### src/hdl/cc2l_pkg.sv
// ----------------------------------------------------------------------------
// cc2l_pkg: shared types and constants
// Scan modes, character codes and the result run record that passes from
// the classifier through the queue to the serialiser.
// ----------------------------------------------------------------------------
package cc2l_pkg;

  localparam logic [7:0] CH_SLASH = 8'h2F;
  localparam logic [7:0] CH_STAR  = 8'h2A;
  localparam logic [7:0] CH_NL    = 8'h0A;

  // most text bytes a single item can produce
  localparam int unsigned MAX_BYTES = 4;
  localparam int unsigned CNT_W     = 3;

  localparam logic OP_TEXT = 1'b0;
  localparam logic OP_END  = 1'b1;

  typedef enum logic [2:0] {
    MODE_NORMAL   = 3'd0,
    MODE_SLASH    = 3'd1,
    MODE_IN_BLOCK = 3'd2,
    MODE_STAR     = 3'd3,
    MODE_CLOSED   = 3'd4,
    MODE_IN_LINE  = 3'd5
  } scan_mode_e;

  // results of one input item: n_bytes text bytes, then the end marker
  // when with_end is set
  typedef struct packed {
    logic [MAX_BYTES-1:0][7:0] bytes;
    logic [CNT_W-1:0]          n_bytes;
    logic                      with_end;
  } burst_t;

endpackage

### src/hdl/cc2l_front.sv
// ----------------------------------------------------------------------------
// cc2l_front: input classifier
// Holds the scan mode, takes one word per cycle while the queue is not full and
// turns it into a run of result bytes, pushed into the queue whenever the run is not empty.
// ----------------------------------------------------------------------------
module cc2l_front (
  input  logic              clk_i,
  input  logic              rst_ni,
  input  logic              in_valid_i,
  output logic              in_stall_o,
  input  logic              operation_i,
  input  logic [7:0]        in_byte_i,
  input  logic              q_full_i,
  output logic              push_o,
  output cc2l_pkg::burst_t  burst_o
);

  cc2l_pkg::scan_mode_e mode_q, mode_d;
  cc2l_pkg::burst_t     burst;
  logic                 accept;

  assign in_stall_o = q_full_i;
  assign accept     = in_valid_i & ~q_full_i;
  assign push_o     = accept & ((burst.n_bytes != '0) | burst.with_end);
  assign burst_o    = burst;

  always_comb begin
    mode_d         = mode_q;
    burst.bytes    = '0;
    burst.n_bytes  = '0;
    burst.with_end = 1'b0;
    if (operation_i == cc2l_pkg::OP_END) begin
      // flush whatever is held, then the marker
      burst.with_end = 1'b1;
      mode_d         = cc2l_pkg::MODE_NORMAL;
      case (mode_q)
        cc2l_pkg::MODE_SLASH: begin
          burst.bytes[0] = cc2l_pkg::CH_SLASH;
          burst.n_bytes  = 3'd1;
        end
        cc2l_pkg::MODE_STAR: begin
          burst.bytes[0] = cc2l_pkg::CH_STAR;
          burst.n_bytes  = 3'd1;
        end
        cc2l_pkg::MODE_CLOSED: begin
          burst.bytes[0] = cc2l_pkg::CH_NL;
          burst.n_bytes  = 3'd1;
        end
        default: begin
          burst.n_bytes = '0;
        end
      endcase
    end else begin
      case (mode_q)
        cc2l_pkg::MODE_SLASH: begin
          burst.bytes[0] = cc2l_pkg::CH_SLASH;
          burst.n_bytes  = 3'd2;
          if (in_byte_i == cc2l_pkg::CH_STAR) begin
            burst.bytes[1] = cc2l_pkg::CH_SLASH;
            mode_d         = cc2l_pkg::MODE_IN_BLOCK;
          end else if (in_byte_i == cc2l_pkg::CH_SLASH) begin
            burst.bytes[1] = cc2l_pkg::CH_SLASH;
            mode_d         = cc2l_pkg::MODE_IN_LINE;
          end else begin
            burst.bytes[1] = in_byte_i;
            mode_d         = cc2l_pkg::MODE_NORMAL;
          end
        end
        cc2l_pkg::MODE_IN_BLOCK: begin
          if (in_byte_i == cc2l_pkg::CH_STAR) begin
            mode_d = cc2l_pkg::MODE_STAR;
          end else if (in_byte_i == cc2l_pkg::CH_NL) begin
            burst.bytes[0] = cc2l_pkg::CH_NL;
            burst.bytes[1] = cc2l_pkg::CH_SLASH;
            burst.bytes[2] = cc2l_pkg::CH_SLASH;
            burst.n_bytes  = 3'd3;
          end else begin
            burst.bytes[0] = in_byte_i;
            burst.n_bytes  = 3'd1;
          end
        end
        cc2l_pkg::MODE_STAR: begin
          burst.bytes[0] = cc2l_pkg::CH_STAR;
          if (in_byte_i == cc2l_pkg::CH_SLASH) begin
            burst.n_bytes = '0;
            mode_d        = cc2l_pkg::MODE_CLOSED;
          end else if (in_byte_i == cc2l_pkg::CH_STAR) begin
            // keep holding the newest star
            burst.n_bytes = 3'd1;
          end else if (in_byte_i == cc2l_pkg::CH_NL) begin
            burst.bytes[1] = cc2l_pkg::CH_NL;
            burst.bytes[2] = cc2l_pkg::CH_SLASH;
            burst.bytes[3] = cc2l_pkg::CH_SLASH;
            burst.n_bytes  = 3'd4;
            mode_d         = cc2l_pkg::MODE_IN_BLOCK;
          end else begin
            burst.bytes[1] = in_byte_i;
            burst.n_bytes  = 3'd2;
            mode_d         = cc2l_pkg::MODE_IN_BLOCK;
          end
        end
        cc2l_pkg::MODE_CLOSED: begin
          // newline after the close, unless the source supplies one
          burst.bytes[0] = cc2l_pkg::CH_NL;
          burst.n_bytes  = 3'd1;
          if (in_byte_i == cc2l_pkg::CH_NL) begin
            mode_d = cc2l_pkg::MODE_NORMAL;
          end else if (in_byte_i == cc2l_pkg::CH_SLASH) begin
            mode_d = cc2l_pkg::MODE_SLASH;
          end else begin
            burst.bytes[1] = in_byte_i;
            burst.n_bytes  = 3'd2;
            mode_d         = cc2l_pkg::MODE_NORMAL;
          end
        end
        cc2l_pkg::MODE_IN_LINE: begin
          burst.bytes[0] = in_byte_i;
          burst.n_bytes  = 3'd1;
          if (in_byte_i == cc2l_pkg::CH_NL) begin
            mode_d = cc2l_pkg::MODE_NORMAL;
          end
        end
        default: begin
          if (in_byte_i == cc2l_pkg::CH_SLASH) begin
            mode_d = cc2l_pkg::MODE_SLASH;
          end else begin
            burst.bytes[0] = in_byte_i;
            burst.n_bytes  = 3'd1;
            mode_d         = cc2l_pkg::MODE_NORMAL;
          end
        end
      endcase
    end
  end

  always_ff @(posedge clk_i or negedge rst_ni) begin
    if (!rst_ni) begin
      mode_q <= cc2l_pkg::MODE_NORMAL;
    end else if (accept) begin
      mode_q <= mode_d;
    end
  end

endmodule

### src/hdl/cc2l_queue.sv
// ----------------------------------------------------------------------------
// cc2l_queue: run queue
// Small FIFO of result runs between the classifier and the serialiser.
// ----------------------------------------------------------------------------
module cc2l_queue #(
  parameter int unsigned DEPTH = 2
) (
  input  logic              clk_i,
  input  logic              rst_ni,
  input  logic              push_i,
  input  cc2l_pkg::burst_t  push_data_i,
  output logic              full_o,
  input  logic              pop_i,
  output logic              not_empty_o,
  output cc2l_pkg::burst_t  pop_data_o
);

  localparam int unsigned AW = (DEPTH > 1) ? $clog2(DEPTH) : 1;
  localparam int unsigned CW = $clog2(DEPTH + 1);

  cc2l_pkg::burst_t mem_q [DEPTH];
  logic [AW-1:0]    wr_ptr_q, wr_ptr_d, rd_ptr_q, rd_ptr_d;
  logic [CW-1:0]    count_q, count_d;
  logic             do_push, do_pop;

  assign full_o      = (count_q == CW'(DEPTH));
  assign not_empty_o = (count_q != '0);
  assign do_push     = push_i & ~full_o;
  assign do_pop      = pop_i & not_empty_o;
  assign pop_data_o  = mem_q[rd_ptr_q];

  always_comb begin
    wr_ptr_d = wr_ptr_q;
    rd_ptr_d = rd_ptr_q;
    count_d  = count_q;
    if (do_push) begin
      wr_ptr_d = (wr_ptr_q == AW'(DEPTH - 1)) ? '0 : wr_ptr_q + 1'b1;
    end
    if (do_pop) begin
      rd_ptr_d = (rd_ptr_q == AW'(DEPTH - 1)) ? '0 : rd_ptr_q + 1'b1;
    end
    if (do_push && !do_pop) begin
      count_d = count_q + 1'b1;
    end else if (do_pop && !do_push) begin
      count_d = count_q - 1'b1;
    end
  end

  always_ff @(posedge clk_i or negedge rst_ni) begin
    if (!rst_ni) begin
      wr_ptr_q <= '0;
      rd_ptr_q <= '0;
      count_q  <= '0;
    end else begin
      wr_ptr_q <= wr_ptr_d;
      rd_ptr_q <= rd_ptr_d;
      count_q  <= count_d;
    end
  end

  always_ff @(posedge clk_i) begin
    if (do_push) begin
      mem_q[wr_ptr_q] <= push_data_i;
    end
  end

endmodule

### src/hdl/cc2l_back.sv
// ----------------------------------------------------------------------------
// cc2l_back: result serialiser
// Holds one run and hands out its results one word per cycle while the output
// is not stalled, marking the last one; loads the next run as the current one finishes.
// ----------------------------------------------------------------------------
module cc2l_back (
  input  logic              clk_i,
  input  logic              rst_ni,
  input  logic              q_not_empty_i,
  input  cc2l_pkg::burst_t  q_data_i,
  output logic              pop_o,
  output logic              out_valid_o,
  input  logic              out_stall_i,
  output logic [7:0]        out_byte_o,
  output logic              has_byte_o,
  output logic              end_of_text_o,
  output logic              last_o
);

  cc2l_pkg::burst_t           cur_q;
  logic [1:0]                 pos_q;
  logic                       busy_q;
  logic [cc2l_pkg::CNT_W-1:0] total, pos_ext;
  logic                       take, done, load;

  assign total   = cur_q.n_bytes + cc2l_pkg::CNT_W'(cur_q.with_end);
  assign pos_ext = cc2l_pkg::CNT_W'(pos_q);

  assign has_byte_o    = (pos_ext < cur_q.n_bytes);
  assign out_byte_o    = has_byte_o ? cur_q.bytes[pos_q] : 8'h00;
  assign end_of_text_o = ~has_byte_o;
  assign last_o        = (pos_ext == total - 1'b1);
  assign out_valid_o   = busy_q;

  assign take  = busy_q & ~out_stall_i;
  assign done  = take & last_o;
  assign load  = q_not_empty_i & (~busy_q | done);
  assign pop_o = load;

  always_ff @(posedge clk_i or negedge rst_ni) begin
    if (!rst_ni) begin
      busy_q <= 1'b0;
      pos_q  <= '0;
    end else if (load) begin
      busy_q <= 1'b1;
      pos_q  <= '0;
    end else if (done) begin
      busy_q <= 1'b0;
    end else if (take) begin
      pos_q <= pos_q + 1'b1;
    end
  end

  always_ff @(posedge clk_i) begin
    if (load) begin
      cur_q <= q_data_i;
    end
  end

endmodule

### src/hdl/c_comment_to_line_comment.sv
// ----------------------------------------------------------------------------
// c_comment_to_line_comment: block comment to line comment rewriter
// Streams source text and rewrites block comments as runs of line comments.
// ----------------------------------------------------------------------------
// One input word is taken per cycle while the run queue has room; each word
// yields zero to four result words, which leave at one per cycle while the
// output is not stalled, so the sustained rate is one input word per cycle
// on ordinary text and the output serialiser is the limit on longer runs. The
// classifier updates its scan mode in the cycle it takes a word; a result is
// registered in the run queue and then in the serialiser before it is output;
// a QUEUE_DEPTH-run queue lets each side stall without holding up the other.
module c_comment_to_line_comment #(
  parameter int unsigned QUEUE_DEPTH = 2
) (
  input  logic       clk_i,
  input  logic       rst_ni,
  input  logic       in_valid_i,
  output logic       in_stall_o,
  input  logic       operation_i,
  input  logic [7:0] in_byte_i,
  output logic       out_valid_o,
  input  logic       out_stall_i,
  output logic [7:0] out_byte_o,
  output logic       has_byte_o,
  output logic       end_of_text_o,
  output logic       last_o
);

  cc2l_pkg::burst_t push_data, pop_data;
  logic             push, full, pop, not_empty;

  cc2l_front u_front (
    .clk_i       (clk_i),
    .rst_ni      (rst_ni),
    .in_valid_i  (in_valid_i),
    .in_stall_o  (in_stall_o),
    .operation_i (operation_i),
    .in_byte_i   (in_byte_i),
    .q_full_i    (full),
    .push_o      (push),
    .burst_o     (push_data)
  );

  cc2l_queue #(
    .DEPTH (QUEUE_DEPTH)
  ) u_queue (
    .clk_i       (clk_i),
    .rst_ni      (rst_ni),
    .push_i      (push),
    .push_data_i (push_data),
    .full_o      (full),
    .pop_i       (pop),
    .not_empty_o (not_empty),
    .pop_data_o  (pop_data)
  );

  cc2l_back u_back (
    .clk_i         (clk_i),
    .rst_ni        (rst_ni),
    .q_not_empty_i (not_empty),
    .q_data_i      (pop_data),
    .pop_o         (pop),
    .out_valid_o   (out_valid_o),
    .out_stall_i   (out_stall_i),
    .out_byte_o    (out_byte_o),
    .has_byte_o    (has_byte_o),
    .end_of_text_o (end_of_text_o),
    .last_o        (last_o)
  );

endmodule

### config.mk
export PLATFORM = sky130hd
export DESIGN_NAME = c_comment_to_line_comment
export DESIGN_NICKNAME = d
export VERILOG_FILES = /design/src/hdl/cc2l_pkg.sv /design/src/hdl/cc2l_front.sv /design/src/hdl/cc2l_queue.sv /design/src/hdl/cc2l_back.sv /design/src/hdl/c_comment_to_line_comment.sv
export SDC_FILE = /design/constraint.sdc
export NUM_CORES = 1
export LEC_CHECK = 0
export ABC_CLOCK_PERIOD_IN_PS = 7000
export BUFFER_PORTS_ARGS = -buffer_cell sky130_fd_sc_hd__buf_2
export CORE_MARGIN = 2
export CORE_UTILIZATION = 60
export DETAILED_ROUTE_END_ITERATION = 16
export GPL_TIMING_DRIVEN = 1
export PLACE_DENSITY_LB_ADDON = 0.3
export SLEW_MARGIN = 5
export SYNTH_ARGS = -nofsm -noshare
export SYNTH_HDL_FRONTEND = slang
export SYNTH_SLANG_ARGS = --single-unit
export TNS_END_PERCENT = 30
### constraint.sdc
create_clock -name clk_i -period 7 [get_ports clk_i]
set_clock_uncertainty 0.15 [all_clocks]
set_input_delay 0 -clock clk_i [delete_from_list [all_inputs] [get_ports clk_i]]
set_output_delay 0 -clock clk_i [all_outputs]
set_load 0.05 [all_outputs]
======== Yosys cells after proc, flatten, opt, wreduce, memory -nomap -nowiden ========
Memories as Yosys holds them, arrays and structs flattened. A register that Yosys moved wholly into a read port is not among the register bits.
Cells that the tools add are included.
word-level totals
  output and inout bits ................... 13
  memory bits (writable) .................. 72
  logic and storage cells ................. 104
  register bits ........................... 10
  input port bits ......................... 13
  memories kept ........................... 1
memory list
  memory         depth  bits a word  rd ports  clocked after Yosys merged registers in  wr ports  RTL line          text
  u_queue.mem_q  2      36           1         1                                        1         cc2l_queue.sv:21  cc2l_pkg::burst_t mem_q [DEPTH];
cells by class
  order comparisons ....................... 2
  muxes and demuxes ....................... 49
  equality and inequality tests ........... 14
  add/subtract/negate cells ............... 7
  reductions and logical operators ........ 12
  bitwise logic cells ..................... 13
operator list
  kind                   count
  $mux W8                8
  $pmux W11 S5           1
  $mux W24               2
  $mux W11               3
  $mux W3                11
  $pmux W8 S4            1
  $mux W25               1
  $mux W22               1
  $pmux W6 S3            1
  $bmux W8 S2            1
  $eq A8 B6 Y1 const B   2
  $pmux W8 S2            1
  $pmux W3 S5            1
  $mux W14               1
  $mux W2                6
  $mux W1                10
  $eq A8 B4 Y1 const B   1
  $reduce_bool A2 Y1     4
  $and A1 B1 Y1          7
  $eq A3 B2 Y1 const B   2
  $eq A3 B3 Y1 const B   2
  $ne A3 B2 Y1 const B   2
  $add A2 B1 Y2 const B  2
  $ne A4 B4 Y1 const B   1
  other kinds (18)       25

======== Longest topological paths before layout ========
Gate-level depths: netlist of run 1.
  word-level depth ........................ 14
  mapped depth ............................ 12
  gate-level depth less buffers ........... 12

======== Hierarchy ========
From an unflattened synthesis of run 1, not the netlist that was laid out.
second synthesis, totals
  cells, all modules ...................... 359
  area, all modules ....................... 5577.8 um^2
modules (own cells, without submodules)
  module      sequential area each (um^2)  cells an instance  times used  area each (um^2)
  cc2l_queue  2262.2                       131                1           2947.8
  cc2l_back   1156.1                       92                 1           1700.4
  cc2l_front  75.1                         136                1           929.6

======== Worst setup path after synthesis of run 1 ========
OpenSTA, ideal clock, no wires.
  path type ............................... reg-to-reg
  start ................................... reg, netlist name u_back.cur_q[0]
  end ..................................... reg, netlist name u_back.cur_q[0]
  library setup time ...................... 377 ps
  setup slack ............................. 3320 ps
  arrival time ............................ 3153 ps
  path buffers ............................ 0
  cell stages (with the launch flop) ...... 10
  data required time ...................... 6473 ps
  period minus slack after synthesis ...... 3680 ps
  cells stage by stage .................... edfxtp_1 > inv_1 > ha_1 > ha_1 > xnor2_1 > nor3_1 > inv_1 > o21ai_0 > o21ai_0 > inv_1
between the ends
  word-level cells in the longest chain between the ends .. 6
RTL lines
  item              RTL line                         text
  $add A3 B1 Y3     cc2l_back.sv:26                  assign total = cur_q.n_bytes + cc2l_pkg::CNT_W'(cur_q.with_end);
  $sub A3 B1 Y3     cc2l_back.sv:32                  assign last_o = (pos_ext == total - 1'b1);
  $eq A2 B3 Y1      cc2l_back.sv:32
  named net last_o  c_comment_to_line_comment.sv:26  output logic last_o
  $and A1 B1 Y1     cc2l_back.sv:36                  assign done = take & last_o;
  $or A1 B1 Y1      cc2l_back.sv:37                  assign load = q_not_empty_i & (~busy_q | done);
  $and A1 B1 Y1     cc2l_back.sv:37
  named net pop     c_comment_to_line_comment.sv:30  logic push, full, pop, not_empty;
The timed path passes the listed nets, and every way through them passes these cells.
A chain may end at the register's enable or synchronous reset.

======== Final worst setup path of run 1 ========
  start ................................... reg u_front.mode_q[2]
  end ..................................... mem u_queue.mem_q[1][7] in the netlist's numbering (enable)
between the ends
  word-level cells in the longest chain between the ends .. 10
  elaborated cells between the ends (all ways) .. 15
  classes of those cells .................. eq/ne (5); mux (5); bitwise (3); reduce/logical (2)
RTL lines
  item                                  RTL line                            text
  start, declared                       cc2l_front.sv:18                    cc2l_pkg::scan_mode_e mode_q, mode_d;
  start signal, assigned                cc2l_front.sv:138                   mode_q <= cc2l_pkg::MODE_NORMAL;
  start signal, assigned                cc2l_front.sv:140                   mode_q <= mode_d;
  $eq A3 B1 Y1 (tied with other cells)  cc2l_front.sv:36, cc2l_front.sv:54
  $reduce_or A3 Y1 (no source line)     -
  $mux W1                               cc2l_front.sv:36                    case (mode_q)
  $mux W11 *                            cc2l_front.sv:32                    if (operation_i == cc2l_pkg::OP_END) begin
  $reduce_bool A3 Y1 *                  cc2l_front.sv:24                    assign push_o = accept & ((burst.n_bytes != '0) | burst.with_end);
  $or A1 B1 Y1 *                        cc2l_front.sv:24
  $and A1 B1 Y1 *                       cc2l_front.sv:24
  $and A1 B1 Y1 *                       cc2l_queue.sv:28                    assign do_push = push_i & ~full_o;
  named net u_queue.do_push             cc2l_queue.sv:24                    logic do_push, do_pop;
  $mux W1 *                             cc2l_queue.sv:62                    if (do_push) begin
  $mux W1 (not written as such) *       cc2l_queue.sv:63                    mem_q[wr_ptr_q] <= push_data_i;
  end, declared                         cc2l_queue.sv:21
The timed path passes the listed nets; every way through them passes the cells marked *.

==> results of run 1 <==
worst paths after layout:
kind                                   startpoint             endpoint  slack [ns]  depth (start not counted)
worst max register to register  u_front.mode_q[2]  u_queue.mem_q[1][7]        3.62                          7
worst min-delay path                   in_valid_i     u_queue.wr_ptr_q        0.07                          4
worst min register to register   u_queue.wr_ptr_q     u_queue.wr_ptr_q        0.34                          1
min in group asynchronous                  rst_ni    u_front.mode_q[2]        0.51                          3
max in group asynchronous                  rst_ni      u_back.pos_q[1]        5.87                          3
worst max-delay path            u_front.mode_q[2]  u_queue.mem_q[1][7]        3.62                          7
worst register-to-register path, stage by stage, from the launching register on:
cell and delay (ns):
dfrtp_1 0.60, inv_1 0.17, ha_1 0.46, nor2b_1 0.21
nor2_1 0.24, o21ai_4 0.11, a41oi_4 0.21, and2_1 0.83
sequential cells by signal (all words and copies together), names as in the netlist:
name and flops:
u_queue.mem_q 44, u_back.cur_q 22, u_front.mode_q 3, u_back.pos_q 2
u_queue.count_q 2, u_back.out_valid_o 1, u_queue.rd_ptr_q 1, u_queue.wr_ptr_q 1
routing by layer:
metal	track usage, %	vias to the layer above
met2	33.3	85
li1	-	1134
met3	5.11	14
met1	28.7	1106
met4	9.00	0
met5	0	-
layout by cell type (no fill, tap or decap), types with 2 or more instances in the layout:
cell type / count
a211oi_1: 6
clkinv_4: 3
xnor2_1: 6
edfxtp_1: 66
nand2b_1: 3
o21ai_0: 16
dlygate4sd3_1: 12
a21oi_1: 9
a21boi_0: 2
nor2_1: 17
mux2i_1: 4
a21o_1: 6
bufinv_16: 2
nor3b_2: 2
and3_1: 4
mux2_2: 23
xor2_1: 3
nor2b_1: 9
nor3_1: 8
dfrtp_1: 10
buf_2: 25
inv_1: 12
a22oi_1: 2
and2_1: 7
a22o_1: 2
nand2_1: 19
clkbuf_8: 9
ha_1: 5
nand3_1: 3
per-stage QoR:
stage	hold slack [ns]	setup WS [ns]
2_1_floorplan	-0.446	3.32
6_report	0.0666	3.62
3_3_place_gp	-0.276	3.68
3_5_place_dp	-0.273	3.65
4_1_cts	0.0657	3.62
5_1_grt	0.108	3.31
layout make-up:
class	count	area (µm²)	area share (%)
inverter	12	45.0	1.07
tap	75	93.8	2.23
sequential	76	2230	53.1
clock inverter	7	98.8	2.35
multi-input combinational	184	1360	32.3
timing repair buffer	38	253	6.01
clock buffer	9	124	2.95
report_power, final:
part / internal (mW) / total (mW) / switching [mW]
sequential: 0.636 / 0.718 / 0.0826
combinational: 0.186 / 0.521 / 0.335
clock: 0.203 / 0.364 / 0.161
total: 1.02 / 1.60 / 0.579
timing repair:
item / in CTS / in global routing
hold buffers: 12 / 0
endpoints found under the setup margin: 0 / 0
endpoints found under the hold margin: 49 / 0
cells by family after synthesis:
group | after synthesis | synth area share, %
AO/OA/AOI/OAI | 60 | 12.1
XOR/XNOR | 9 | 2.14
adder cells (fa/ha/maj) | 5 | 1.70
AND/OR/NAND/NOR | 83 | 12.8
multiplexers | 27 | 8.11
flip-flops | 76 | 60.5
buffers and inverters | 23 | 2.65
==> out/metrics.yaml, run 1 <==
logic_synthesis:
  yosysSeqAreaShare_pct: 60.5
  synth-edff-count: 66
  synth-async-reset-ratio_pct: 13.2
  syn-num-nets: 301
  syn_area_mm2: 0.00369
  netlist_top_cells_area: "edfxtp_1, mux2_2, dfrtp_1"
  yosysUniqueCellTypes: 56
  synthFlopType: "edfxtp_1"
  synth_common_cells: "edfxtp_1, mux2_2, nand2_1"
  avgSynthCellArea_um2: 13.0
  syn_inst: 283
  yosys_warnings: 0
  synth_top_area_share_pct: 53.7
  ys_ff_latch: 76
  yosysMostFrequentCell: "edfxtp_1"
  synth_top_area_cell: "edfxtp_1"
sta:
  finalHoldViolCount: 0
  min_period_over_period_pct: 48.2
  drv_slew: 0
  finalSetupViolations: 0
  worst_pin_slew_ns: 1.01
  relSlewSlack_pct: 32.6
  tns_ns: 0
  finalCriticalPeriod_ns: 3.38
  rsz0062_at_grt: "false"
  max_freq_mhz: 296
global_routing:
  grt-ovfl-total: 0
  antenna_found_initial: 0
  grt_max_degree: 24
  grt_usage_pct: 21.3
  grt_pass1_vias: 2174
  grt_pass1_wl_um: 10500
clocking:
  cts_root_buf: "clkbuf_8"
  cts_buffers: 9
  clk_pin_slew_ns: 0.08
  cts.sinks: 76
  h-tree-depth: 3
  clock_latency_ns: 0.34
  cts_setup_buffers: 0
  clk_path_buf_depth: 2
  postCtsResizedCells: 0
  tritoncts: "done"
route:
  drc_errors: 0
  drtIter0Drc: 175
  wl_um: 6590
  dr.pass1.iters: 4
  ant_nets: 0
  num_vias: 2339
  via_per_inst: 5.83
  wl_met1_um: 2990
  top_layer: "met4"
  wl_met2_um: 3140
  wl_met3_um: 310
  wire_per_inst_um: 16.4
layout:
  final_area_mm2: 0.00421
  fillers: 393
  drive_above_1_share_pct: 23.3
  final_cells: 401
  nNetsFinal: 339
  diodes: 0
  final_core_util_pct: 71.0
  syn_to_final_growth_pct: 14.0
power_and_ir_drop:
  p_per_area_mw_per_mm2: 381
  leakage_nw: 1.59
  peakVddDrop_mv: 0.294
  p_total_mw: 1.60
setup_path:
  path_class: "flip-flop to flip-flop"
  worstSetupEndpointType: "flip-flop"
  cp_top_family: "simple AND/OR/NAND/NOR gates"
  start_kind: "flip-flop"
  crit_arrival_ns: 3.19
  worstPathCellList: "inv_1, ha_1, nor2b_1, nor2_1, o21ai_4, a41oi_4, and2_1"
  slowest_stage: "and2_1"
  max_stage_delay_ns: 0.83
  worstPathMaxFanout: 22
  critPathBufInv: 1
  cp_data_required_time_ns: 6.81
place:
  dp.cells: 373
  post-dp-hpwl_um: 4620
  dpl_cell_area_mm2: 0.00386
  numPortBuffers: 25
  place_congestion: 0.956
die:
  die_w_um: 82.4
  die_h_um: 82.4
  core_mm2: 0.00592
  rows: 28
  start_util_pct: 62.3
  pin_count: 26
  die-area_mm2: 0.00679
hold_path:
  hp-class: "input pin to flip-flop"
run:
  max_cap_viol_count: 0
status:
  status: "complete, no violations"
No activity file was read; power rests on OpenSTA's default activity.
==> run 2: changes to the inputs <==
- ABC_CLOCK_PERIOD_IN_PS: 7000 -> 3500
- clock period: 7 -> 3.5 ns (I/O delays scaled with it)
==> out/metrics.yaml, run 2 (same netlist as run 1, synthesis figures left out) <==
status:
  status: "complete, no violations"
place:
  dp.cells: 377
  post-dp-hpwl_um: 4590
  numPortBuffers: 25
  place_congestion: 0.971
  dpl_cell_area_mm2: 0.00390
layout:
  mostFrequentLayoutCells: "edfxtp_1, buf_2, mux2_2"
  nNetsFinal: 343
  diodes: 0
  largest_register: "u_queue.mem_q"
  largestRegisters: "u_queue.mem_q x44, u_back.cur_q x22, u_front.mode_q x3"
  final_cells: 405
  final_core_util_pct: 71.0
  final_area_mm2: 0.00420
  drive_above_1_share_pct: 24.8
  syn_to_final_growth_pct: 13.9
  largest_register_ffs: 44
  mostFrequentLayoutCell: "edfxtp_1"
route:
  dr.pass1.iters: 5
  wl_met3_um: 219
  top_layer: "met4"
  wl_met1_um: 2930
  wl_um: 6310
  wire_per_inst_um: 15.6
  wl_met2_um: 3000
  num_vias: 2262
  drtIter0Drc: 84
  via_per_inst: 5.59
  ant_nets: 0
  drc_errors: 0
die:
  core_mm2: 0.00592
  die_h_um: 82.4
  start_util_pct: 62.3
  rows: 28
  die-area_mm2: 0.00679
  die_w_um: 82.4
  pin_count: 26
global_routing:
  grt_usage_pct: 21.1
  grt_pass1_wl_um: 10400
  grt_pass1_vias: 2221
  antenna_found_initial: 0
  grt_max_degree: 24
  grt-ovfl-total: 0
hold_path:
  hp-class: "input pin to flip-flop"
setup_path:
  crit_arrival_ns: 2.83
  worstSetupEndpointType: "flip-flop"
  start_kind: "flip-flop"
  path_class: "flip-flop to flip-flop"
  cp_data_required_time_ns: 3.32
  worstPathMaxFanout: 22
sta:
  relSlewSlack_pct: 37.7
  tns_ns: 0
  finalCriticalPeriod_ns: 3.01
  min_period_over_period_pct: 86.1
  finalSetupViolations: 0
  finalHoldViolCount: 0
  worst_pin_slew_ns: 0.935
  drv_slew: 0
  max_freq_mhz: 332
  rsz0062_at_grt: "false"
power_and_ir_drop:
  p_total_mw: 3.08
  p_per_area_mw_per_mm2: 733
  leakage_nw: 1.58
  peakVddDrop_mv: 0.566
clocking:
  clock_latency_ns: 0.33
  cts.sinks: 76
  h-tree-depth: 3
  clk_path_buf_depth: 2
  cts_root_buf: "clkbuf_8"
  cts_buffers: 9
  tritoncts: "done"
  postCtsResizedCells: 0
  clk_pin_slew_ns: 0.08
run:
  max_cap_viol_count: 0
==> run 2: cell count changes in the layout (fill, tap and decap cells not counted), moves of 2 or more <==
cell	previous run	this run
buf_4	1	5
clkinvlp_4	0	3
bufinv_16	2	0
clkinv_4	3	1
==> run 2: worst max-delay path, cell delays in order (launching register included) <==
cell	delay [ns]
edfxtp_1	0.33
inv_1	0.04
ha_1	0.19
ha_1	0.31
xnor2_1	0.13
nor3_2	0.21
inv_1	0.09
o21ai_0	0.29
o21ai_0	0.28
inv_1	0.62
==> run 2: path summary, 6_finish.rpt <==
check / slack (ns) / cells past startpoint / endpoint / from
hold reg to reg: 0.33 / 1 / u_queue.wr_ptr_q / u_queue.wr_ptr_q
max in group asynchronous: 2.39 / 3 / u_back.pos_q[1] / rst_ni
setup reg to reg: 0.49 / 9 / u_back.cur_q[15] / u_back.cur_q[0]
hold / removal: 0.08 / 4 / u_queue.wr_ptr_q / in_valid_i
setup / recovery: 0.49 / 9 / u_back.cur_q[15] / u_back.cur_q[0]
min in group asynchronous: 0.51 / 3 / u_front.mode_q[1] / rst_ni
==> run 2: through the flow <==
stage | hold slack, ns | setup WS, ns
floorplan | -0.446 | 0.192
global placement | -0.276 | 0.549
detailed placement | -0.277 | 0.478
CTS | 0.0712 | 0.461
global route | 0.100 | 0.144
finish | 0.0820 | 0.488
==> run 2: area by class of cell <==
| type | count | area, µm² |
|---|---|---|
| flip-flops and latches | 76 | 2230 |
| fillers | 438 | 1720 |
| multi-input cells | 184 | 1360 |
| repair buffers | 42 | 283 |
| clock buffers | 9 | 124 |
| well taps | 75 | 93.8 |
| clock inverters | 7 | 60.1 |
| inverters | 12 | 45.0 |
==> run 2: report_power, final <==
part | internal [mW] | switching (mW) | total, mW
clock | 0.268 | 0.321 | 0.589
sequential | 1.27 | 0.133 | 1.40
combinational | 0.385 | 0.703 | 1.09
total | 1.92 | 1.16 | 3.08
==> run 2: routing by layer <==
layer  vias to the layer above  track usage [%]
met5                         -                0
met4                         0             11.8
met3                        15             4.57
met2                        56             32.7
met1                      1053             27.8
li1                       1138                -
==> run 2: what timing repair did <==
item | 4_1_cts | 5_1_grt
setup endpoints to repair | 0 | 0
hold buffers | 12 | 0
setup buffers | 0 | 0
hold endpoints to repair | 47 | 0
